### src/tzphc_pkg.sv
// ----------------------------------------------------------------------------
// Two-zone polygon hit classifier: shared definitions
// Sizes, command and level codes, and the types that pass between the
// vertex memories, the edge units and the sequencer.
// ----------------------------------------------------------------------------
package tzphc_pkg;

   localparam int MAX_VERTICES      = 16;
   localparam int COORD_BITS        = 24;
   localparam int MIN_POLY_VERTICES = 3;

   localparam int ADDR_BITS  = $clog2(MAX_VERTICES);
   localparam int STEP_BITS  = $clog2(MAX_VERTICES + 1);
   localparam int INDEX_BITS = 4;
   localparam int COUNT_BITS = 5;
   localparam int VERTEX_BITS = 2 * COORD_BITS;
   localparam int DIFF_BITS  = COORD_BITS + 1;
   localparam int PROD_BITS  = 2 * DIFF_BITS;

   localparam int REQ_FIELD_BITS = INDEX_BITS + 2 * COORD_BITS;
   localparam int REQ_DATA_BITS  = ((REQ_FIELD_BITS + 7) / 8) * 8;
   localparam int REQ_USER_BITS  = 2;
   localparam int RSP_DATA_BITS  = 8;
   localparam int LEVEL_BITS     = 2;
   localparam int CSR_INDEX_BITS = 2;

   typedef enum logic [REQ_USER_BITS-1:0] {
      CMD_LOAD_STOP = 2'd0,
      CMD_LOAD_SLOW = 2'd1,
      CMD_TEST      = 2'd2,
      CMD_END_FRAME = 2'd3
   } cmd_type;

   localparam logic [CSR_INDEX_BITS-1:0] REG_STOP_COUNT = 2'd0;
   localparam logic [CSR_INDEX_BITS-1:0] REG_SLOW_COUNT = 2'd1;

   localparam logic [LEVEL_BITS-1:0] LEVEL_SAFE = 2'd0;
   localparam logic [LEVEL_BITS-1:0] LEVEL_STOP = 2'd1;
   localparam logic [LEVEL_BITS-1:0] LEVEL_SLOW = 2'd2;

   typedef logic signed [COORD_BITS-1:0] coord_type;
   typedef logic signed [DIFF_BITS-1:0]  diff_type;
   typedef logic signed [PROD_BITS-1:0]  prod_type;

   typedef struct packed {
      logic valid;
      logic first;
   } edge_step_type;

endpackage

### src/tzphc_vertex_ram.sv
// ----------------------------------------------------------------------------
// Vertex memory
// One polygon's vertex slots, each an x,y pair, with one write port and one
// read port whose data is registered.
// ----------------------------------------------------------------------------
module tzphc_vertex_ram (
   input  logic                                   clock,
   input  logic                                   wr_en,
   input  logic [tzphc_pkg::ADDR_BITS-1:0]        wr_addr,
   input  logic [tzphc_pkg::VERTEX_BITS-1:0]      wr_data,
   input  logic                                   rd_en,
   input  logic [tzphc_pkg::ADDR_BITS-1:0]        rd_addr,
   output logic [tzphc_pkg::VERTEX_BITS-1:0]      rd_data
);

   logic [tzphc_pkg::VERTEX_BITS-1:0] mem [tzphc_pkg::MAX_VERTICES];
   logic [tzphc_pkg::VERTEX_BITS-1:0] rd_data_ff;

   always_ff @(posedge clock) begin
      if (wr_en) begin
         mem[wr_addr] <= wr_data;
      end
      if (rd_en) begin
         rd_data_ff <= mem[rd_addr];
      end
   end

   assign rd_data = rd_data_ff;

endmodule

### config.mk
export PLATFORM = sky130hd
export DESIGN_NAME = tzphc_vertex_ram
export DESIGN_NICKNAME = d
export VERILOG_FILES = /design/src/tzphc_pkg.sv /design/src/tzphc_vertex_ram.sv
export SDC_FILE = /design/constraint.sdc
export NUM_CORES = 1
export LEC_CHECK = 0
export BUFFER_PORTS_ARGS = -buffer_cell sky130_fd_sc_hd__buf_2
export CORE_UTILIZATION = 30
export DETAILED_ROUTE_END_ITERATION = 8
export MAX_ROUTING_LAYER = met4
export PLACE_DENSITY = 0.55
export SETUP_SLACK_MARGIN = 0.15
export SLEW_MARGIN = 20
export SYNTH_ARGS = -nofsm -noshare
export SYNTH_HDL_FRONTEND = slang
export SYNTH_SLANG_ARGS = --single-unit
### constraint.sdc
create_clock -name clock -period 5.8 [get_ports clock]
set_input_delay 0 -clock clock [delete_from_list [all_inputs] [get_ports clock]]
set_output_delay 0 -clock clock [all_outputs]
set_load 0.02 [all_outputs]
==> flow_summary.ini <==
[status]
status = completed

[pwr]
power_density_mw_per_mm2 = 345.2
p_leak_nw = 11.07
worst_ir_drop_vdd_mv = 0.2393

[logic_synthesis]
ys_types = 16
synth_top_cell_area_share_pct = 81.20
synth_seq_cells = 816
synth_nets = 1301
synth-simple-area-share_pct = 1.037
syn_inst = 1242
yosysWarnings = 0
synth_compound_area_share_pct = 2.388
synthesis.area_mm2 = 0.03018
yosys.area.top_type = edfxtp_1
synth_top_family_by_area = multiplexers
postSynthAreaPerCell_um2 = 24.30
synth.area.mux_share_pct = 14.33
synth_ff_type = edfxtp_1
synthAdderAreaFrac_pct = 0
synth_edf_count = 816
async_reset_ff_share_pct = 0
synth_xor_area_share_pct = 0
synthTopCellsByArea = edfxtp_1 (81%), mux4_2 (14%), a22oi_1 (2.4%)
yosysSeqAreaShare_pct = 81.20

[finish]
final_cell_mix = edfxtp_1 (816), mux4_2 (192), buf_2 (103)
drive_gt1_share_pct = 30.15
seq_area_mm2 = 0.02450
num-nets-final = 1497
area_delta_synth_final_pct = 17.18
n_fill_cell = 9017
utilization_pct = 35.72
layout_commonest_cell = edfxtp_1
multiInputGateArea_mm2 = 0.005493

[sta]
rsz0062_at_grt = false
relSlewSlack_pct = 27.78
holdWs_ps = 94.12
skew_ps = 14.11
hold_viol = 0
maxSlewViolCount = 0
tns_ps = 0
finalCriticalPeriod_ps = 1997
setup_viol = 0
max_slew.worst_pin.slew_ps = 1083
fmax_mhz = 500.8
fin_crit_sh_pct = 34.43

[route]
ant_nets = 0
initialDrtViolationCount = 1159
drc = 0
viasPerCell = 4.850
routed_wirelength_um = 69250
avgRoutedWirePerCell_um = 24.77
drtPass1Iterations = 5
routed-via-count = 13560

[grt]
grt_max_degree = 94
antenna_found_initial = 10
track_usage_pct = 14.08
overflow = 0
grt_first_pass_wirelength_um = 101500
grt_pass1_vias = 14530

[critical_path]
cp_max_fo = 93
required_ps = 6150
startpoint = rd_addr[1]
cp.depth = 5
crit_chain = clkbuf_8, buf_4, mux4_2, a22oi_1, nand2_1
endpoint = rd_data[17]
crit_slowest_cell = buf_4
path_buf_inv = 2
r2r_end = rd_data[17]
crit-reg2reg-launch = mem[3][17]
slowest_delay_ps = 770
crit_arrival_ps = 2350
crit_path_start_kind = primary input
reg2reg_slack_ps = 4330
path_class = primary input to flop
r2r_cells = 3
endpoint_kind = flop
crit_family = buffers and inverters

[cts]
clkTransAtPathRegs_ps = 60
htree_num_levels = 3
root_buffer = clkbuf_16
post_cts.repair.setup_buffers = 0
numCtsBuffers = 78
clk_path_buf_depth = 3
cts_tree = yes
clkSinkCount = 816
clk_latency_ps = 620

[floorplan]
die-height_um = 319.2
dieArea_mm2 = 0.1019
die_width_um = 319.2
core-area_mm2 = 0.09899
rows = 115
initial_utilization_pct = 30.48
pin_count = 107

[place]
place.port_buffers = 106
finalWeightedCongestion = 0.6817
hpwlAfterDp_um = 33010

[flow_run]
cap_violations = 0

[min_path]
hp-class = primary input to flop
## routing by layer
layer  GRT usage (%)  wire length (um)
met2           21.33             32490
met5               -                 0
met3           3.067              4175
met4           3.056              1010
met1           19.47             31570
## worst min-delay path, stage by stage
cell    delay (ps)
buf_2          100
or3b_2         250
nor2_4         150
## cell usage after synthesis (all sizes together) (2+ instances only)
cell type,number
nand2b,2
buf,35
clkbuf,28
edfxtp,816
nor2b,2
mux4,192
nor2,13
nor3,4
nand2,49
a22oi,96
nand3b,2
## through the flow
stage	total power, mW	setup slack, ps	cell area [um^2]	instances
5_1_grt	12.57	3672	35360	2796
3_5_place_dp	7.419	3159	32360	2595
4_1_cts	12.33	3818	35280	2784
6_report	12.21	3803	35360	2796
2_1_floorplan	7.149	1496	30180	1242
3_3_place_gp	7.399	3194	32360	2595
## final cells by class
| type | count | area share (%) |
|---|---|---|
| Sequential cell | 816 | 69.30 |
| Timing Repair Buffer | 179 | 3.634 |
| Antenna cell | 10 | 0.07077 |
| Multi-Input combinational cell | 363 | 15.53 |
| Clock inverter | 48 | 1.047 |
| Clock buffer | 93 | 5.860 |
| Tap cell | 1287 | 4.554 |
## logic make-up (layout without fill, tap and decap cells)
| kind of cell | after synthesis | after routing |
|---|---|---|
| mux | 192 | 192 |
| buf+inv | 63 | 320 |
| other cells | 0 | 10 |
| flops | 816 | 816 |
| compound gates | 96 | 96 |
| simple gates | 75 | 75 |
## worst min-delay path by stage
stage	startpoint	to	slack, ps	depth (start not counted)
final	wr_addr[3]	mem[3][29]	90	3
after global routing	wr_addr[3]	mem[3][29]	90	3
after CTS	wr_addr[3]	mem[1][29]	60	3
after detailed placement	wr_data[27]	mem[4][27]	380	1
after global placement	wr_data[12]	mem[8][12]	360	1
after floorplan	wr_data[0]	mem[0][0]	100	0
## what timing repair did
action | 4_1_cts | 5_1_grt
gates resized for setup | 0 | 0
hold buffers | 48 | 0
endpoints found under the setup margin | 0 | 0
hold endpoints to repair | 768 | 0
## flip-flops by register name, summed over array words and instances (netlist names)
| register | cells |
|---|---|
| mem | 768 |
| rd_data | 48 |
## power breakdown
part / switching [mW] / internal [mW] / leakage [nW]
clock: 2.12 / 2.78 / 1.20
combinational: 0.379 / 0.244 / 2.45
sequential: 0.0394 / 6.64 / 7.42
total: 2.54 / 9.66 / 11.1
Power figures use the tool's default switching activity.
