===== src/tzphc_pkg.sv =====
// ----------------------------------------------------------------------------
// Two-zone polygon hit classifier: shared definitions
// Sizes, command and level codes, and the types that pass between the
// vertex memories, the edge units and the sequencer.
// ----------------------------------------------------------------------------
package tzphc_pkg;

   localparam int MAX_VERTICES      = 16;
   localparam int COORD_BITS        = 24;
   localparam int MIN_POLY_VERTICES = 3;

   localparam int ADDR_BITS  = $clog2(MAX_VERTICES);
   localparam int STEP_BITS  = $clog2(MAX_VERTICES + 1);
   localparam int INDEX_BITS = 4;
   localparam int COUNT_BITS = 5;
   localparam int VERTEX_BITS = 2 * COORD_BITS;
   localparam int DIFF_BITS  = COORD_BITS + 1;
   localparam int PROD_BITS  = 2 * DIFF_BITS;

   localparam int REQ_FIELD_BITS = INDEX_BITS + 2 * COORD_BITS;
   localparam int REQ_DATA_BITS  = ((REQ_FIELD_BITS + 7) / 8) * 8;
   localparam int REQ_USER_BITS  = 2;
   localparam int RSP_DATA_BITS  = 8;
   localparam int LEVEL_BITS     = 2;
   localparam int CSR_INDEX_BITS = 2;

   typedef enum logic [REQ_USER_BITS-1:0] {
      CMD_LOAD_STOP = 2'd0,
      CMD_LOAD_SLOW = 2'd1,
      CMD_TEST      = 2'd2,
      CMD_END_FRAME = 2'd3
   } cmd_type;

   localparam logic [CSR_INDEX_BITS-1:0] REG_STOP_COUNT = 2'd0;
   localparam logic [CSR_INDEX_BITS-1:0] REG_SLOW_COUNT = 2'd1;

   localparam logic [LEVEL_BITS-1:0] LEVEL_SAFE = 2'd0;
   localparam logic [LEVEL_BITS-1:0] LEVEL_STOP = 2'd1;
   localparam logic [LEVEL_BITS-1:0] LEVEL_SLOW = 2'd2;

   typedef logic signed [COORD_BITS-1:0] coord_type;
   typedef logic signed [DIFF_BITS-1:0]  diff_type;
   typedef logic signed [PROD_BITS-1:0]  prod_type;

   typedef struct packed {
      logic valid;
      logic first;
   } edge_step_type;

endpackage


===== src/tzphc_edge_unit.sv =====
// ----------------------------------------------------------------------------
// Edge crossing unit
// Takes one polygon's vertices in walk order, forms each edge with the
// vertex before it and keeps the even-odd crossing parity for the point.
// ----------------------------------------------------------------------------
module tzphc_edge_unit (
   input  logic                                clock,
   input  logic                                reset,
   input  logic                                start,
   input  tzphc_pkg::edge_step_type            step,
   input  logic [tzphc_pkg::VERTEX_BITS-1:0]   vertex,
   input  tzphc_pkg::coord_type                point_x,
   input  tzphc_pkg::coord_type                point_y,
   output logic                                busy,
   output logic                                hit
);

   tzphc_pkg::edge_step_type s0_ff, s0_in;
   tzphc_pkg::coord_type     cur_x, cur_y;
   tzphc_pkg::coord_type     prev_x_ff, prev_y_ff;
   logic                     s1_valid_ff, s1_valid_in;
   logic                     s1_cross_ff, s1_rise_ff;
   tzphc_pkg::diff_type      s1_dx_ff, s1_dy_ff, s1_u_ff, s1_v_ff;
   logic                     s2_valid_ff, s2_valid_in;
   logic                     s2_cross_ff, s2_rise_ff;
   tzphc_pkg::prod_type      s2_lhs_ff, s2_rhs_ff;
   logic                     left;
   logic                     hit_ff, hit_in;

   assign cur_x = tzphc_pkg::coord_type'(vertex[tzphc_pkg::COORD_BITS-1:0]);
   assign cur_y = tzphc_pkg::coord_type'(vertex[tzphc_pkg::VERTEX_BITS-1:tzphc_pkg::COORD_BITS]);

   always_comb begin
      s0_in       = start ? '0 : step;
      s1_valid_in = !start && s0_ff.valid && !s0_ff.first;
      s2_valid_in = !start && s1_valid_ff;
      left        = s2_rise_ff ? (s2_lhs_ff < s2_rhs_ff) : (s2_rhs_ff < s2_lhs_ff);
      hit_in      = hit_ff;
      if (start) begin
         hit_in = 1'b0;
      end else if (s2_valid_ff && s2_cross_ff && left) begin
         hit_in = !hit_ff;
      end
   end

   always_ff @(posedge clock) begin
      if (reset) begin
         s0_ff       <= '0;
         s1_valid_ff <= 1'b0;
         s2_valid_ff <= 1'b0;
         hit_ff      <= 1'b0;
      end else begin
         s0_ff       <= s0_in;
         s1_valid_ff <= s1_valid_in;
         s2_valid_ff <= s2_valid_in;
         hit_ff      <= hit_in;
      end
   end

   always_ff @(posedge clock) begin
      if (s0_ff.valid) begin
         prev_x_ff <= cur_x;
         prev_y_ff <= cur_y;
      end
      s1_cross_ff <= (cur_y > point_y) != (prev_y_ff > point_y);
      s1_rise_ff  <= prev_y_ff > cur_y;
      s1_dy_ff    <= tzphc_pkg::diff_type'(prev_y_ff) - tzphc_pkg::diff_type'(cur_y);
      s1_dx_ff    <= tzphc_pkg::diff_type'(prev_x_ff) - tzphc_pkg::diff_type'(cur_x);
      s1_u_ff     <= tzphc_pkg::diff_type'(point_x) - tzphc_pkg::diff_type'(cur_x);
      s1_v_ff     <= tzphc_pkg::diff_type'(point_y) - tzphc_pkg::diff_type'(cur_y);
      s2_cross_ff <= s1_cross_ff;
      s2_rise_ff  <= s1_rise_ff;
      s2_lhs_ff   <= tzphc_pkg::prod_type'(s1_u_ff) * tzphc_pkg::prod_type'(s1_dy_ff);
      s2_rhs_ff   <= tzphc_pkg::prod_type'(s1_dx_ff) * tzphc_pkg::prod_type'(s1_v_ff);
   end

   assign busy = s0_ff.valid || s1_valid_ff || s2_valid_ff;
   assign hit  = hit_ff;

endmodule


===== config.mk =====
export PLATFORM = sky130hd
export DESIGN_NAME = tzphc_edge_unit
export DESIGN_NICKNAME = d
export VERILOG_FILES = /design/src/tzphc_pkg.sv /design/src/tzphc_edge_unit.sv
export SDC_FILE = /design/constraint.sdc
export NUM_CORES = 2
export LEC_CHECK = 0
export BUFFER_PORTS_ARGS = -buffer_cell sky130_fd_sc_hd__buf_2
export CAP_MARGIN = 20
export CORE_MARGIN = 4
export CORE_UTILIZATION = 60
export CTS_BUF_LIST = sky130_fd_sc_hd__clkbuf_16
export CTS_CLUSTER_SIZE = 40
export DETAILED_ROUTE_END_ITERATION = 7
export GPL_TIMING_DRIVEN = 0
export HOLD_SLACK_MARGIN = 0.02
export PLACE_DENSITY_LB_ADDON = 0.1
export SYNTH_ARGS = -nofsm -noshare
export SYNTH_HDL_FRONTEND = slang
export SYNTH_SLANG_ARGS = --single-unit
export TNS_END_PERCENT = 20

===== constraint.sdc =====
create_clock -name clock -period 14.2 [get_ports clock]
set_input_delay 1.42 -clock clock [delete_from_list [all_inputs] [get_ports clock]]
set_output_delay 1.42 -clock clock [all_outputs]
set_load 0.005 [all_outputs]

==> results.tsv <==
metric	value	unit
netlist_top_cells_area	fa_1, ha_1, inv_1	
timing.rr.start	s1_dy_ff[5]$_DFF_P_	
synth_compound_area_share	6.20	%
grt_util_all_layers	35.1	%
syn_area_per_cell	9.39	um^2
place_ws	5410	ps
arrival	9450	ps
grt-ovfl-total	0	
ant_nets	0	
crit_family	adder cells	
r2r_cells	27	
final_common_cell	inv_1	
synthMuxAreaShare	0.106	%
die_h	318	um
drt_iter0_markers	3682	
ctsResizeCount	0	
worstHoldPathCells	0	
grt_antenna_before_repair	37	
grt_setup_unrepaired	false	
synth_top_family_by_area	adder cells	
yosys_warnings	0	
status	finished, final reports clean	
coreArea	0.0952	mm^2
cts_tree	done	
grt_max_degree	35	
drc	0	
io_pins	103	
async_flop_share	0	%
yosys.area_share.simple	14.6	%
ys_ff_latch	257	
min-delay-start	s1_cross_ff$_DFF_P_	
fin_util	63.9	%
area_growth	5.37	%
cp_max_fo	10	
layout_setup_ws	5200	ps
htreeDepth	1	
place.gp.congestion	1.01	
dp_hpwl	149	mm
route.met2.wl	75.3	mm
synth_xor_area_share	2.73	%
synth_cell_type_count	79	
start_kind	register	
drive_gt1_share	2.94	%
synth_area_leader_cell	fa_1	
grt_pass1_wl	267	mm
met3_length	19.5	mm
numPlacedInstances	7518	
top_layer_used	met5	
grt_pass1_vias	45100	
synth.top_cell.area_share	45.8	%
cp.depth	27	
fin_crit	9000	ps
avgRoutedWirePerCell	22.8	um
synth-seq-area-share	9.75	%
clk_path_buf_depth	3	
synth_area	0.0577	mm^2
ys.flop_type	dfxtp_1	
finalSetupViolations	0	
via_per_inst	5.64	
die_w	318	um
worst_slew_pin_slew	1050	ps
clock_skew	19.0	ps
timing.fmax	111	MHz
vias	42700	
hold_class	reg -> reg	
cts_setup_buffers	0	
routed_wirelength	173	mm
cp-end-kind	register	
clock_sinks	257	
start_util	60.7	%
critPathKind	reg -> reg	
root_buffer	clkbuf_16	
crit_buf_inv	7	
cp.required	14650	ps
syn-num-nets	8023	
tns	0	ps
clkTransAtPathRegs	70	ps
synth-edff-count	48	
slew_headroom	30.0	%
setup.worst_path.start	s1_dy_ff[5]$_DFF_P_	
drv_slew	0	
worst_skew_pair.late_latency	560	ps
crit_path_top_delay_cell	clkbuf_1	
ctsHoldBuffers	0	
cpPeakStageDelay	820	ps
die_area	0.101	mm^2
portBuffers	102	
drt_pass1_iterations	5	
cp_common_cell	fa_1	
period_share	63.4	%
maxCapViolCount	0	
wl_met1	69.0	mm
final_net_count	8155	
synth-adder-area-share	55.6	%
cts_buffers	25	
finalHoldViolCount	0	
stdcell_count	7580	
syn_inst	6148	
most-common-layout-cells	inv_1, fa_1, nand2_1	
rows	113	
area by class of cell:
| type | instances | area, um^2 |
|---|---|---|
| Multi-Input combinational cell | 4197 | 45700 |
| Fill cell | 8196 | 34300 |
| Sequential cell | 257 | 5630 |
| Inverter | 1464 | 5500 |
| Tap cell | 1265 | 1580 |
| Buffer | 230 | 866 |
| Clock buffer | 28 | 701 |
| Timing Repair Buffer | 105 | 573 |
| Clock inverter | 18 | 200 |
| Antenna cell | 16 | 40.0 |
routing by layer:
metal  GRT usage (%)  vias to the layer above
met4            13.8                       14
li1                -                    18600
met3            8.88                      424
met1            49.0                    21700
met2            53.0                     2005
met5           0.284                        -
cells in the mapped netlist, types with 24 or more instances:
master / count
clkbuf_1: 226
xor2_1: 48
nor3_1: 26
nor2_1: 164
nand2_1: 703
edfxtp_1: 48
inv_1: 1463
nand2b_1: 36
nor2b_1: 31
nand4_1: 28
fa_1: 1320
a21o_1: 88
o21ai_0: 88
ha_1: 454
o21a_1: 24
dfxtp_1: 209
xnor2_1: 132
and2_1: 602
nand3_1: 43
a21oi_1: 170
registers in the layout (all words and copies together), names as in the netlist, 2 cells and up:
register,count
s1_dy_ff,25
prev_y_ff,24
prev_x_ff,24
s1_v_ff,25
s1_dx_ff,25
s1_u_ff,25
s0_ff,2
s2_lhs_ff,50
s2_rhs_ff,50
through the flow:
stage / instance area [um^2] / hold slack, ps
final: 60800 / 344
after global routing: 60800 / 358
after CTS: 60800 / 344
after detailed placement: 59900 / 315
after global placement: 59800 / 313
after floorplan: 57700 / 310
path summary, 6_finish.rpt:
kind	end	slack [ps]
worst max-delay path	s2_lhs_ff[49]$_DFF_P_	5200
worst min-delay path	s2_cross_ff$_DFF_P_	340
worst max register to register	s2_lhs_ff[49]$_DFF_P_	5200
worst min register to register	s2_cross_ff$_DFF_P_	340
kinds of logic after synthesis:
family                   after synthesis
AND/OR/NAND/NOR                     1696
XOR/XNOR                             180
flip-flops                           257
adder cells (fa/ha/maj)             1774
AO/OA/AOI/OAI                        541
buffers and inverters               1694
multiplexers                           6
Power is not shown: default switching activity piles up to over one toggle a cycle in this logic, so the estimate is an artifact.
